File: src/sbi_pkg.sv
// shared types and constants for the spectral band integrator
package sbi_pkg;

  localparam int NUM_BANDS = 8;
  localparam int BAND_W    = 3;
  localparam int CFG_AW    = 3;
  localparam int EDGE_W    = 32;
  localparam int WL_W      = 16;
  localparam int REFL_W    = 24;
  localparam int ACC_W     = 56;
  localparam int DIST_W    = WL_W + 1;
  localparam int DM_W      = WL_W + 2;
  localparam int TERM_W    = REFL_W + DM_W + 2;
  localparam int DIV_W     = WL_W + 1;
  localparam int QUO_W     = 23;
  localparam int CNT_W     = 5;

  localparam logic [BAND_W-1:0] BAND_LAST = BAND_W'(NUM_BANDS - 1);
  localparam logic [CNT_W-1:0]  CNT_LAST  = CNT_W'(QUO_W - 1);

  localparam logic signed [ACC_W-1:0]  ACC_MAX = {1'b0, {(ACC_W-1){1'b1}}};
  localparam logic signed [ACC_W-1:0]  ACC_MIN = {1'b1, {(ACC_W-1){1'b0}}};
  localparam logic signed [REFL_W-1:0] VAL_MAX = {1'b0, {(REFL_W-1){1'b1}}};
  localparam logic signed [REFL_W-1:0] VAL_MIN = {1'b1, {(REFL_W-1){1'b0}}};

  typedef struct packed {
    logic [WL_W-1:0]          wavelength;
    logic signed [REFL_W-1:0] reflectance;
    logic                     final_sample;
  } in_t;

  typedef struct packed {
    logic [BAND_W-1:0]        band_index;
    logic signed [REFL_W-1:0] band_value;
    logic                     zero_width;
    logic                     last_band;
  } out_t;

  typedef enum logic [1:0] {
    FILL_EMPTY,
    FILL_NO_LEFT,
    FILL_BOTH
  } fill_e;

  typedef enum logic [3:0] {
    ST_IDLE,
    ST_SWEEP,
    ST_DRAIN,
    ST_DRD,
    ST_DPREP,
    ST_DLOAD,
    ST_DCHK,
    ST_DITER,
    ST_DOUT
  } state_e;

endpackage

File: src/spectral_band_integrator_unit.sv
// spectral band integrator: accumulator memory, band sweep and band average divider
// an ordinary sample takes one 8-band read-modify-write sweep over the accumulator
// memory plus pipeline drain; the first sample of a spectrum takes only the drain
// the final sample takes two sweeps (one if it is also the first) and then a divide
// per band by the one-bit-per-cycle divider, plus any output stall
// reset clears band edges, the sample window, valid bits of all sums and both channels
module spectral_band_integrator_unit (
  input  logic                            clk_i,
  input  logic                            rst_ni,
  input  logic                            cfg_we_i,
  input  logic [sbi_pkg::CFG_AW-1:0]      cfg_addr_i,
  input  logic [sbi_pkg::EDGE_W-1:0]      cfg_wdata_i,
  input  logic                            in_valid_i,
  output logic                            in_stall_o,
  input  sbi_pkg::in_t                    in_data_i,
  output logic                            out_valid_o,
  input  logic                            out_stall_i,
  output sbi_pkg::out_t                   out_data_o
);

  sbi_pkg::state_e state_q, state_d;

  logic [sbi_pkg::EDGE_W-1:0] edges_q [sbi_pkg::NUM_BANDS];

  sbi_pkg::in_t                     in_q;
  logic                             phase_q;
  logic [sbi_pkg::BAND_W-1:0]       band_q;
  logic [sbi_pkg::WL_W-1:0]         prior_wl_q;
  logic [sbi_pkg::WL_W-1:0]         held_wl_q;
  logic signed [sbi_pkg::REFL_W-1:0] held_refl_q;
  sbi_pkg::fill_e                   fill_q;

  // accumulator memory
  logic [sbi_pkg::ACC_W-1:0]     sum_mem [sbi_pkg::NUM_BANDS];
  logic [sbi_pkg::ACC_W-1:0]     mem_rdata_q;
  logic                          rd_vld_q;
  logic [sbi_pkg::NUM_BANDS-1:0] sum_vld_q;
  logic [sbi_pkg::ACC_W-1:0]     sum_rd;

  // sweep pipeline
  logic                              s1_valid_q, s2_valid_q;
  logic [sbi_pkg::BAND_W-1:0]        s1_band_q, s2_band_q;
  logic                              s1_inside_q, s2_inside_q;
  logic [sbi_pkg::DM_W-1:0]          s1_dm_q;
  logic signed [sbi_pkg::REFL_W-1:0] s1_r_q;
  logic signed [sbi_pkg::TERM_W-1:0] s2_term_q;
  logic signed [sbi_pkg::ACC_W-1:0]  s2_sum_q;

  // divider
  logic                         neg_q, zero_q, sat_q;
  logic [sbi_pkg::WL_W-1:0]     aw_q;
  logic [sbi_pkg::ACC_W-1:0]    mag_q, num_q;
  logic [sbi_pkg::DIV_W-1:0]    rem_q;
  logic [sbi_pkg::QUO_W-1:0]    quo_q;
  logic [sbi_pkg::CNT_W-1:0]    cnt_q;

  logic          out_valid_q;
  sbi_pkg::out_t out_q;

  // control strobes
  logic accept, issue, band_inc, out_free, out_load, pipe_empty;
  logic phase_set, win_upd, win_clr, sum_clr, last_band;

  // stage 0 operands
  logic [sbi_pkg::EDGE_W-1:0]        edge_sel;
  logic [sbi_pkg::WL_W-1:0]          lo, hi, x, left, right, l_cl, r_cl, dl, dr;
  logic signed [sbi_pkg::REFL_W-1:0] r_sel;
  logic                              has_left, has_right, in_band;
  logic [sbi_pkg::DIST_W-1:0]        dsum;
  logic [sbi_pkg::DM_W-1:0]          dm;

  logic signed [sbi_pkg::TERM_W-1:0] prod;
  logic signed [sbi_pkg::ACC_W:0]    acc_ext;
  logic [sbi_pkg::ACC_W-1:0]         acc_sat;
  logic                              mem_we;

  logic signed [sbi_pkg::DIST_W-1:0] wd;
  logic [sbi_pkg::DIV_W-1:0]         div_d;
  logic                              sat_chk;
  logic [sbi_pkg::DIV_W:0]           trial;
  logic                              trial_ge;
  logic signed [sbi_pkg::REFL_W-1:0] value;

  assign last_band  = (band_q == sbi_pkg::BAND_LAST);
  assign pipe_empty = !s1_valid_q && !s2_valid_q;
  assign out_free   = !out_valid_q || !out_stall_i;

  // next state
  always_comb begin
    state_d = state_q;
    unique case (state_q)
      sbi_pkg::ST_IDLE: begin
        if (in_valid_i) begin
          state_d = (fill_q != sbi_pkg::FILL_EMPTY) ? sbi_pkg::ST_SWEEP : sbi_pkg::ST_DRAIN;
        end
      end
      sbi_pkg::ST_SWEEP: begin
        if (last_band) state_d = sbi_pkg::ST_DRAIN;
      end
      sbi_pkg::ST_DRAIN: begin
        if (pipe_empty) begin
          if (phase_q) begin
            state_d = sbi_pkg::ST_DRD;
          end else if (in_q.final_sample) begin
            state_d = sbi_pkg::ST_SWEEP;
          end else begin
            state_d = sbi_pkg::ST_IDLE;
          end
        end
      end
      sbi_pkg::ST_DRD:   state_d = sbi_pkg::ST_DPREP;
      sbi_pkg::ST_DPREP: state_d = sbi_pkg::ST_DLOAD;
      sbi_pkg::ST_DLOAD: state_d = sbi_pkg::ST_DCHK;
      sbi_pkg::ST_DCHK: begin
        state_d = (sat_chk || zero_q) ? sbi_pkg::ST_DOUT : sbi_pkg::ST_DITER;
      end
      sbi_pkg::ST_DITER: begin
        if (cnt_q == sbi_pkg::CNT_LAST) state_d = sbi_pkg::ST_DOUT;
      end
      sbi_pkg::ST_DOUT: begin
        if (out_free) state_d = last_band ? sbi_pkg::ST_IDLE : sbi_pkg::ST_DRD;
      end
      default: state_d = sbi_pkg::ST_IDLE;
    endcase
  end

  // control outputs
  always_comb begin
    in_stall_o = (state_q != sbi_pkg::ST_IDLE);
    accept     = (state_q == sbi_pkg::ST_IDLE) && in_valid_i;
    issue      = (state_q == sbi_pkg::ST_SWEEP);
    out_load   = (state_q == sbi_pkg::ST_DOUT) && out_free;
    band_inc   = issue || out_load;
    phase_set  = (state_q == sbi_pkg::ST_DRAIN) && pipe_empty && !phase_q && in_q.final_sample;
    win_upd    = (state_q == sbi_pkg::ST_DRAIN) && pipe_empty && !phase_q && !in_q.final_sample;
    win_clr    = out_load && last_band;
    sum_clr    = (state_q == sbi_pkg::ST_DPREP);
  end

  // stage 0: band window and neighbor distance
  always_comb begin
    edge_sel = edges_q[band_q];
    lo       = edge_sel[15:0];
    hi       = edge_sel[31:16];
    if (phase_q) begin
      x         = in_q.wavelength;
      r_sel     = in_q.reflectance;
      has_left  = (fill_q != sbi_pkg::FILL_EMPTY);
      left      = held_wl_q;
      has_right = 1'b0;
      right     = '0;
    end else begin
      x         = held_wl_q;
      r_sel     = held_refl_q;
      has_left  = (fill_q == sbi_pkg::FILL_BOTH);
      left      = prior_wl_q;
      has_right = 1'b1;
      right     = in_q.wavelength;
    end
    in_band = (x >= lo) && (x <= hi);
    l_cl    = (left < lo) ? lo : left;
    r_cl    = (right > hi) ? hi : right;
    dl      = (l_cl >= x) ? (l_cl - x) : (x - l_cl);
    dr      = (r_cl >= x) ? (r_cl - x) : (x - r_cl);
    dsum    = (has_left ? {1'b0, dl} : '0) + (has_right ? {1'b0, dr} : '0);
    dm      = (has_left && has_right) ? {1'b0, dsum} : {dsum, 1'b0};
  end

  assign sum_rd = rd_vld_q ? mem_rdata_q : '0;

  // stage 1 product, stage 2 saturating add
  assign prod    = s1_r_q * $signed({1'b0, s1_dm_q});
  assign acc_ext = {s2_sum_q[sbi_pkg::ACC_W-1], s2_sum_q}
                 + {{(sbi_pkg::ACC_W + 1 - sbi_pkg::TERM_W){s2_term_q[sbi_pkg::TERM_W-1]}},
                    s2_term_q};
  always_comb begin
    if (acc_ext[sbi_pkg::ACC_W] != acc_ext[sbi_pkg::ACC_W-1]) begin
      acc_sat = acc_ext[sbi_pkg::ACC_W] ? sbi_pkg::ACC_MIN : sbi_pkg::ACC_MAX;
    end else begin
      acc_sat = acc_ext[sbi_pkg::ACC_W-1:0];
    end
  end
  assign mem_we = s2_valid_q && s2_inside_q;

  // divider arithmetic
  assign wd       = $signed({1'b0, hi}) - $signed({1'b0, lo});
  assign div_d    = {aw_q, 1'b0};
  assign sat_chk  = num_q >= sbi_pkg::ACC_W'({div_d, {sbi_pkg::QUO_W{1'b0}}});
  assign trial    = {rem_q, quo_q[sbi_pkg::QUO_W-1]};
  assign trial_ge = trial >= {1'b0, div_d};

  always_comb begin
    if (zero_q) begin
      value = '0;
    end else if (sat_q) begin
      value = neg_q ? sbi_pkg::VAL_MIN : sbi_pkg::VAL_MAX;
    end else if (neg_q) begin
      value = -$signed({1'b0, quo_q});
    end else begin
      value = $signed({1'b0, quo_q});
    end
  end

  // control registers
  always_ff @(posedge clk_i or negedge rst_ni) begin
    if (!rst_ni) begin
      state_q     <= sbi_pkg::ST_IDLE;
      phase_q     <= 1'b0;
      band_q      <= '0;
      prior_wl_q  <= '0;
      held_wl_q   <= '0;
      held_refl_q <= '0;
      fill_q      <= sbi_pkg::FILL_EMPTY;
      sum_vld_q   <= '0;
      rd_vld_q    <= 1'b0;
      s1_valid_q  <= 1'b0;
      s2_valid_q  <= 1'b0;
      out_valid_q <= 1'b0;
      for (int k = 0; k < sbi_pkg::NUM_BANDS; k++) begin
        edges_q[k] <= '0;
      end
    end else begin
      state_q    <= state_d;
      s1_valid_q <= issue;
      s2_valid_q <= s1_valid_q;
      rd_vld_q   <= sum_vld_q[band_q];
      if (cfg_we_i && (int'(cfg_addr_i) < sbi_pkg::NUM_BANDS)) begin
        edges_q[cfg_addr_i] <= cfg_wdata_i;
      end
      if (accept) begin
        phase_q <= 1'b0;
      end else if (phase_set) begin
        phase_q <= 1'b1;
      end
      if (band_inc) begin
        band_q <= last_band ? '0 : band_q + 1'b1;
      end
      if (mem_we) begin
        sum_vld_q[s2_band_q] <= 1'b1;
      end
      if (sum_clr) begin
        sum_vld_q[band_q] <= 1'b0;
      end
      if (win_upd) begin
        if (fill_q != sbi_pkg::FILL_EMPTY) prior_wl_q <= held_wl_q;
        held_wl_q   <= in_q.wavelength;
        held_refl_q <= in_q.reflectance;
        fill_q      <= (fill_q != sbi_pkg::FILL_EMPTY) ? sbi_pkg::FILL_BOTH
                                                       : sbi_pkg::FILL_NO_LEFT;
      end else if (win_clr) begin
        prior_wl_q  <= '0;
        held_wl_q   <= '0;
        held_refl_q <= '0;
        fill_q      <= sbi_pkg::FILL_EMPTY;
      end
      if (out_load) begin
        out_valid_q <= 1'b1;
      end else if (!out_stall_i) begin
        out_valid_q <= 1'b0;
      end
    end
  end

  // accumulator memory
  always_ff @(posedge clk_i) begin
    if (mem_we) sum_mem[s2_band_q] <= acc_sat;
    mem_rdata_q <= sum_mem[band_q];
  end

  // datapath registers
  always_ff @(posedge clk_i) begin
    if (accept) in_q <= in_data_i;
    s1_band_q   <= band_q;
    s1_inside_q <= in_band;
    s1_dm_q     <= dm;
    s1_r_q      <= r_sel;
    s2_band_q   <= s1_band_q;
    s2_inside_q <= s1_inside_q;
    s2_term_q   <= prod;
    s2_sum_q    <= $signed(sum_rd);
    unique case (state_q)
      sbi_pkg::ST_DPREP: begin
        neg_q  <= sum_rd[sbi_pkg::ACC_W-1] ^ wd[sbi_pkg::DIST_W-1];
        zero_q <= (wd == '0);
        aw_q   <= wd[sbi_pkg::DIST_W-1] ? sbi_pkg::WL_W'(-wd) : sbi_pkg::WL_W'(wd);
        mag_q  <= sum_rd[sbi_pkg::ACC_W-1] ? -sum_rd : sum_rd;
      end
      sbi_pkg::ST_DLOAD: begin
        num_q <= mag_q + sbi_pkg::ACC_W'(aw_q);
      end
      sbi_pkg::ST_DCHK: begin
        sat_q <= sat_chk;
        rem_q <= num_q[sbi_pkg::QUO_W +: sbi_pkg::DIV_W];
        quo_q <= num_q[sbi_pkg::QUO_W-1:0];
        cnt_q <= '0;
      end
      sbi_pkg::ST_DITER: begin
        rem_q <= trial_ge ? sbi_pkg::DIV_W'(trial - {1'b0, div_d}) : trial[sbi_pkg::DIV_W-1:0];
        quo_q <= {quo_q[sbi_pkg::QUO_W-2:0], trial_ge};
        cnt_q <= cnt_q + 1'b1;
      end
      default: begin
      end
    endcase
    if (out_load) begin
      out_q.band_index <= band_q;
      out_q.band_value <= value;
      out_q.zero_width <= zero_q;
      out_q.last_band  <= last_band;
    end
  end

  assign out_valid_o = out_valid_q;
  assign out_data_o  = out_q;

endmodule

File: config.mk
export PLATFORM = sky130hd
export DESIGN_NAME = spectral_band_integrator_unit
export DESIGN_NICKNAME = d
export VERILOG_FILES = /design/src/sbi_pkg.sv /design/src/spectral_band_integrator_unit.sv
export SDC_FILE = /design/constraint.sdc
export NUM_CORES = 2
export LEC_CHECK = 0
export ABC_AREA = 1
export BUFFER_PORTS_ARGS = -buffer_cell sky130_fd_sc_hd__buf_2
export CORE_MARGIN = 2
export CORE_UTILIZATION = 58
export DETAILED_ROUTE_END_ITERATION = 8
export HOLD_SLACK_MARGIN = 0.1
export PLACE_DENSITY = 0.77
export SKIP_LAST_GASP = 1
export SLEW_MARGIN = 0
export SYNTH_ARGS = -nofsm -noshare
export SYNTH_HDL_FRONTEND = slang
export SYNTH_SLANG_ARGS = --single-unit
File: constraint.sdc
create_clock -name clk_i -period 15.19 [get_ports clk_i]
set_input_delay 0.7595 -clock clk_i [delete_from_list [all_inputs] [get_ports clk_i]]
set_output_delay 0.7595 -clock clk_i [all_outputs]
set_load 0.05 [all_outputs]
# Word-level counts from Yosys, hierarchy flattened
# Memories as Yosys holds them, arrays and structs flattened. A register that Yosys moved wholly into a read port is not among the register bits.
# Cells that the tools add are included.
totals:
  reg_bits: 729
  ramBits: 448
  output_inout_bits: 31
  n_memories: 1
classes:
  n_addsub: 14
  n_mul: 1
  n_lt_le_gt_ge: 15
  n_eq_ne: 19
  muxes: 66
  n_bitwise: 6
  n_reduce_logical: 32
memory_table:
  columns: ["name", "depth", "width", "rd", "rd_ports_with_merged_regs", "wr", "line", "source"]
  rows:
  - ["sum_mem", 8, 56, 1, 1, 1, "spectral_band_integrator_unit.sv:34", "logic [sbi_pkg::ACC_W-1:0] sum_mem [sbi_pkg::NUM_BANDS];"]
ops:
  columns: ["cell", "count"]
  rows:
  - ["$bwmux W256", 1]
  - ["$mux W16", 14]
  - ["$mux W56", 3]
  - ["$mux W24", 6]
  - ["$bmux W32 S3", 1]
  - ["$demux W32 S3", 1]
  - ["$mux W32", 3]
  - ["$sub A16 B16 Y16", 4]
  - ["$add A56 B43 Y57", 1]
  - ["$add A56 B16 Y56", 1]
  - ["$ge A56 B40 Y1", 1]
  - ["$neg A56 Y56", 1]
  - ["$mux W55", 1]
  - ["$ge A16 B16 Y1", 3]
  - ["$pmux W23 S2", 1]
  - ["$mul A24 B19 Y43", 1]
  - ["$pmux W4 S9", 1]
  - ["$mux W17", 2]
  - ["$pmux W17 S2", 1]
  - ["$mux W4", 6]
  - ["$neg A23 Y24", 1]
  - ["$ge A18 B17 Y1", 1]
  - ["$add A16 B16 Y17", 1]
  - ["$logic_not A17 Y1", 1]
  - ["42 further kinds", 96]

# Longest topological paths before layout
logic_depth:
  ltp_word: 11
  ltp_mapped: 47
  depth_no_buf: 39

# Worst setup path before layout
# No wires, ideal clock.
synth_path:
  path_type: "reg-to-reg"
  startpoint: "register band_q[0] in the netlist's numbering"
  endpoint: "register s1_dm_q[11] in the netlist's numbering"
  t_arrival_ns: 5.974
  t_required_ns: 15.077
  setup_slack_ns: 9.103
  path_stages_with_launch: 43
  cell_sequence: "dfrtp_1 buf_4 buf_6 inv_2 buf_4 buf_6 buf_4 nor2_1 nor2_1 o21ai_0 nand4_1 inv_1 ha_1 a21oi_1 o21a_1 o221ai_1 nand3_1 nand2_1 (+7 left out) o21bai_1 nand2_1 nand3_2 inv_2 buf_6 nand2_1 o21ai_0 a21oi_1 ha_1 a21oi_1 o21ai_0 a21oi_1 o21ai_0 nand2_1 nand2_1 or2_2 nand3_1 nand2_1"
synth_via:
  elab_chain_len: 11
  elab_cells_between_ends: 20
  cone_classes: "add/sub (5); order compare (4); mux (10); bitwise (1)"
synth_lines:
  columns: ["element", "line", "source"]
  rows:
  - ["start, declared", "spectral_band_integrator_unit.sv:27", "logic [sbi_pkg::BAND_W-1:0] band_q;"]
  - ["start signal, assigned", "spectral_band_integrator_unit.sv:236", "band_q <= last_band ? '0 : band_q + 1'b1;"]
  - ["$not A3 Y4 (not written as such) *", "spectral_band_integrator_unit.sv:142", "edge_sel = edges_q[band_q];"]
  - ["$bmux W32 S3 *", "spectral_band_integrator_unit.sv:142", null]
  - ["$mux W32 (not written as such) * (2 in a row)", "spectral_band_integrator_unit.sv:142", null]
  - ["$lt A16 B16 Y1 / $gt A16 B16 Y1 (equally long branches)", "spectral_band_integrator_unit.sv:161, spectral_band_integrator_unit.sv:162", null]
  - ["$mux W16, on equally long branches", "spectral_band_integrator_unit.sv:161, spectral_band_integrator_unit.sv:162", null]
  - ["$sub A16 B16 Y16, or another cell as far along", "spectral_band_integrator_unit.sv:163", "dl = (l_cl >= x) ? (l_cl - x) : (x - l_cl);"]
  - ["$mux W16, on equally long branches", "spectral_band_integrator_unit.sv:163, spectral_band_integrator_unit.sv:164", null]
  - ["$mux W16", "spectral_band_integrator_unit.sv:165", "dsum = (has_left ? {1'b0, dl} : '0) + (has_right ? {1'b0, dr} : '0);"]
  - ["$add A16 B16 Y17 *", "spectral_band_integrator_unit.sv:165", null]
  - ["$mux W17 *", "spectral_band_integrator_unit.sv:166", "dm = (has_left && has_right) ? {1'b0, dsum} : {dsum, 1'b0};"]
  - ["net dm, one bit", "spectral_band_integrator_unit.sv:70", "logic [sbi_pkg::DM_W-1:0] dm;"]
  - ["end signal, assigned", "spectral_band_integrator_unit.sv:275", "s1_dm_q <= dm;"]
  - ["end, declared", "spectral_band_integrator_unit.sv:44", "logic [sbi_pkg::DM_W-1:0] s1_dm_q;"]
# Mark *: on every way through the listed nets, which the timed path passes. The rest lies on a longest branch. The select of a mux whose other input is x is not followed.
# A chain may end at the register's enable or synchronous reset.

# Worst setup path after layout
layout_path:
  startpoint: "register band_q[0] in the netlist's numbering"
  endpoint: "register s1_dm_q[12] in the netlist's numbering"
# The elaborated chain is that of the path after synthesis.

==> flow_summary.yaml <==
detailed_routing:
  ant_nets: 0
  drtIter0Drc: 7247
  wire_per_inst_um: 22.6
  drtPass1Iterations: 6
  vias_per_cell: 5.89
  drc: 0
  routed_wl_um: 247000
  num_vias: 64600
floorplan:
  initial_core_util_pct: 58.4
  num_rows: 135
  design.die.area_mm2: 0.139
  dieHeight_um: 373
  io_pins: 112
  coreArea_mm2: 0.135
  die_w_um: 373
timing:
  relSlewSlack_pct: 13.4
  rsz0062_at_grt: "false"
  skew_ns: 0.0714
  fin_crit_ns: 9.02
  hold_viol_final: 0
  worstMarginPinSlew_ns: 1.30
  period_share_pct: 59.4
  slew_viol_final: 0
  setup_tns_ns: 0
  finalSetupViolations: 0
  max_freq_ghz: 0.111
final_layout:
  fin_nets: 9971
  fin_cells: 11000
  drive_gt1_share_pct: 5.63
  nFillCells: 11300
  post-route-util_pct: 63.2
  syn2layout_area_growth_pct: 8.25
synth:
  synth_most_common_cell: "nand2_1"
  ys_ff_latch: 1233
  syn_area_per_cell_um2: 8.68
  synthTopCellsByCount: "1958 x nand2_1, 1364 x inv_1, 965 x o21ai_0"
  synth_nets: 9999
  synth_ff_type: "edfxtp_1"
  async_reset_ff_share_pct: 27.1
  yosys_warnings: 0
  netlist_area_mm2: 0.0790
  yosys-top-cells-area: "edfxtp_1 26%, fa_1 11%, dfrtp_1 11%, nand2_1 9.3%, inv_1 6.5%"
  synth-edff-count: 694
  netlist.area_leader.share_pct: 26.4
  synth_cell_types: 67
  yosysTopAreaCell: "edfxtp_1"
  yosysSeqAreaShare_pct: 42.2
  syn_inst: 9101
setup_path:
  crit_required_ns: 15.85
  path_class: "flop to flop"
  critPathLaunchType: "flop"
  critPathMaxFanout: 226
  rrSetupSlack_ns: 6.17
  crit_path_end_kind: "flop"
  crit_top_cell: "nand2_1"
  arrival_ns: 9.69
  slowest_stage: "nand2_1"
  slowest_delay_ns: 0.74
grt:
  grt_max_degree: 227
  grt_pass1_vias: 63700
  grtUsageTotal_pct: 35.8
  grt_pass1_wl_um: 382000
  grt_overflow: 0
  antenna_found_initial: 9
clocking:
  cts_hold_buf: 0
  cts_buffer_depth: 3
  cts_resized: 0
  cts_htree_levels: 4
  cts_inserted_buffers: 131
  postCtsSetupBuffers: 0
  clock_sinks: 1233
  worst_skew_pair.late_latency_ns: 0.82
  root_buffer: "clkbuf_16"
  cts_tree: "done"
  path_clk_slew_ns: 0.06
placement:
  place_congestion: 1.01
  place_inst: 10700
  portBuffers: 111
  dp_hpwl_um: 182000
min_path:
  hp-class: "input port to asynchronous set/reset pin"
run:
  maxCapViolations: 0
outcome:
  status: "finished, final reports clean"
==> final cells by class <==
| class | count | area, um^2 | area share, % |
|---|---|---|---|
| Antenna cell | 3 | 7.51 | 0.00878 |
| Clock buffer | 179 | 3610 | 4.22 |
| Timing Repair Buffer | 180 | 1100 | 1.28 |
| Tap cell | 1781 | 2230 | 2.61 |
| Multi-Input combinational cell | 6131 | 39000 | 45.7 |
| Clock inverter | 64 | 968 | 1.13 |
| Inverter | 1396 | 5250 | 6.14 |
| Sequential cell | 1233 | 33300 | 39.0 |
==> per-layer routing <==
| metal | GRT usage, % | vias up | part of all wire, % |
|---|---|---|---|
| met3 | 6.41 | 507 | 9.2 |
| met2 | 56.0 | 3168 | 45 |
| met5 | 0 | - | 0.017 |
| met1 | 50.8 | 31400 | 42 |
| met4 | 11.5 | 6 | 3.1 |
| li1 | - | 29600 | - |
==> stage by stage <==
stage | instance area [um^2] | hold WS [ns] | worst slack [ns]
global placement | 80900 | 0.311 | 6.56
global route | 85500 | 0.119 | 5.52
CTS | 85500 | 0.100 | 6.35
detailed placement | 80900 | 0.315 | 6.40
floorplan | 79000 | 0.310 | 9.10
finish | 85500 | 0.0950 | 6.17
==> critical path: cells and delay by family (launching register included) <==
family / cells / cell delay (ns)
AOI/OAI and AO/OA: 11 / 2.05
adders and majority gates: 4 / 1.30
DFF: 1 / 0.46
and+or+nand+nor: 14 / 3.24
buffers and inverters: 5 / 1.74
==> path summary, 6_finish.rpt <==
path / from / endpoint / depth (start not counted)
min: rst_ni / edges_q[28] / 1
max in group asynchronous: rst_ni / band_q[0] / 3
max reg2reg: band_q[0] / s1_dm_q[12] / 34
min reg2reg: s1_band_q[0] / s2_band_q[0] / 0
min in group clk_i: in_data_i[4] / in_q[4] / 1
max: band_q[0] / s1_dm_q[12] / 34
==> kinds of logic after synthesis <==
| family | count (synthesis) | share of synthesized area, % |
|---|---|---|
| flip-flops | 1233 | 42.2 |
| buffers and inverters | 1737 | 8.58 |
| AND/OR/NAND/NOR | 3361 | 17.4 |
| XOR/XNOR | 183 | 2.03 |
| AO/OA/AOI/OAI | 1768 | 12.7 |
| adder cells (fa/ha/maj) | 817 | 17.1 |
| multiplexers | 2 | 0.0253 |
==> placed cells by master (no fill, tap or decap), types with 38 or more instances in the layout <==
cell	n
nand2_1	1950
dfrtp_1	331
nor3_1	72
nand3_1	265
o211ai_1	47
nor2_1	834
inv_1	1364
a31oi_1	38
ha_1	379
clkbuf_16	132
o21ai_0	964
o2111ai_1	60
o21a_1	133
xnor2_1	66
dfxtp_1	205
a21oi_1	331
fa_1	438
nand4_1	109
xor2_1	117
edfxtp_1	694
buf_4	68
buf_2	110
==> flip-flops by register name, indices dropped and copies added, names as in the netlist, 41 cells and up <==
register and flops:
s2_term_q 43, edges_q 256, mag_q 56, s2_sum_q 56
sum_mem 448, in_q 41, num_q 56, mem_rdata_q 56
Power is left out: the tool's default activity adds up to more than one toggle a clock period on the data nets, which glitch-free logic cannot reach.
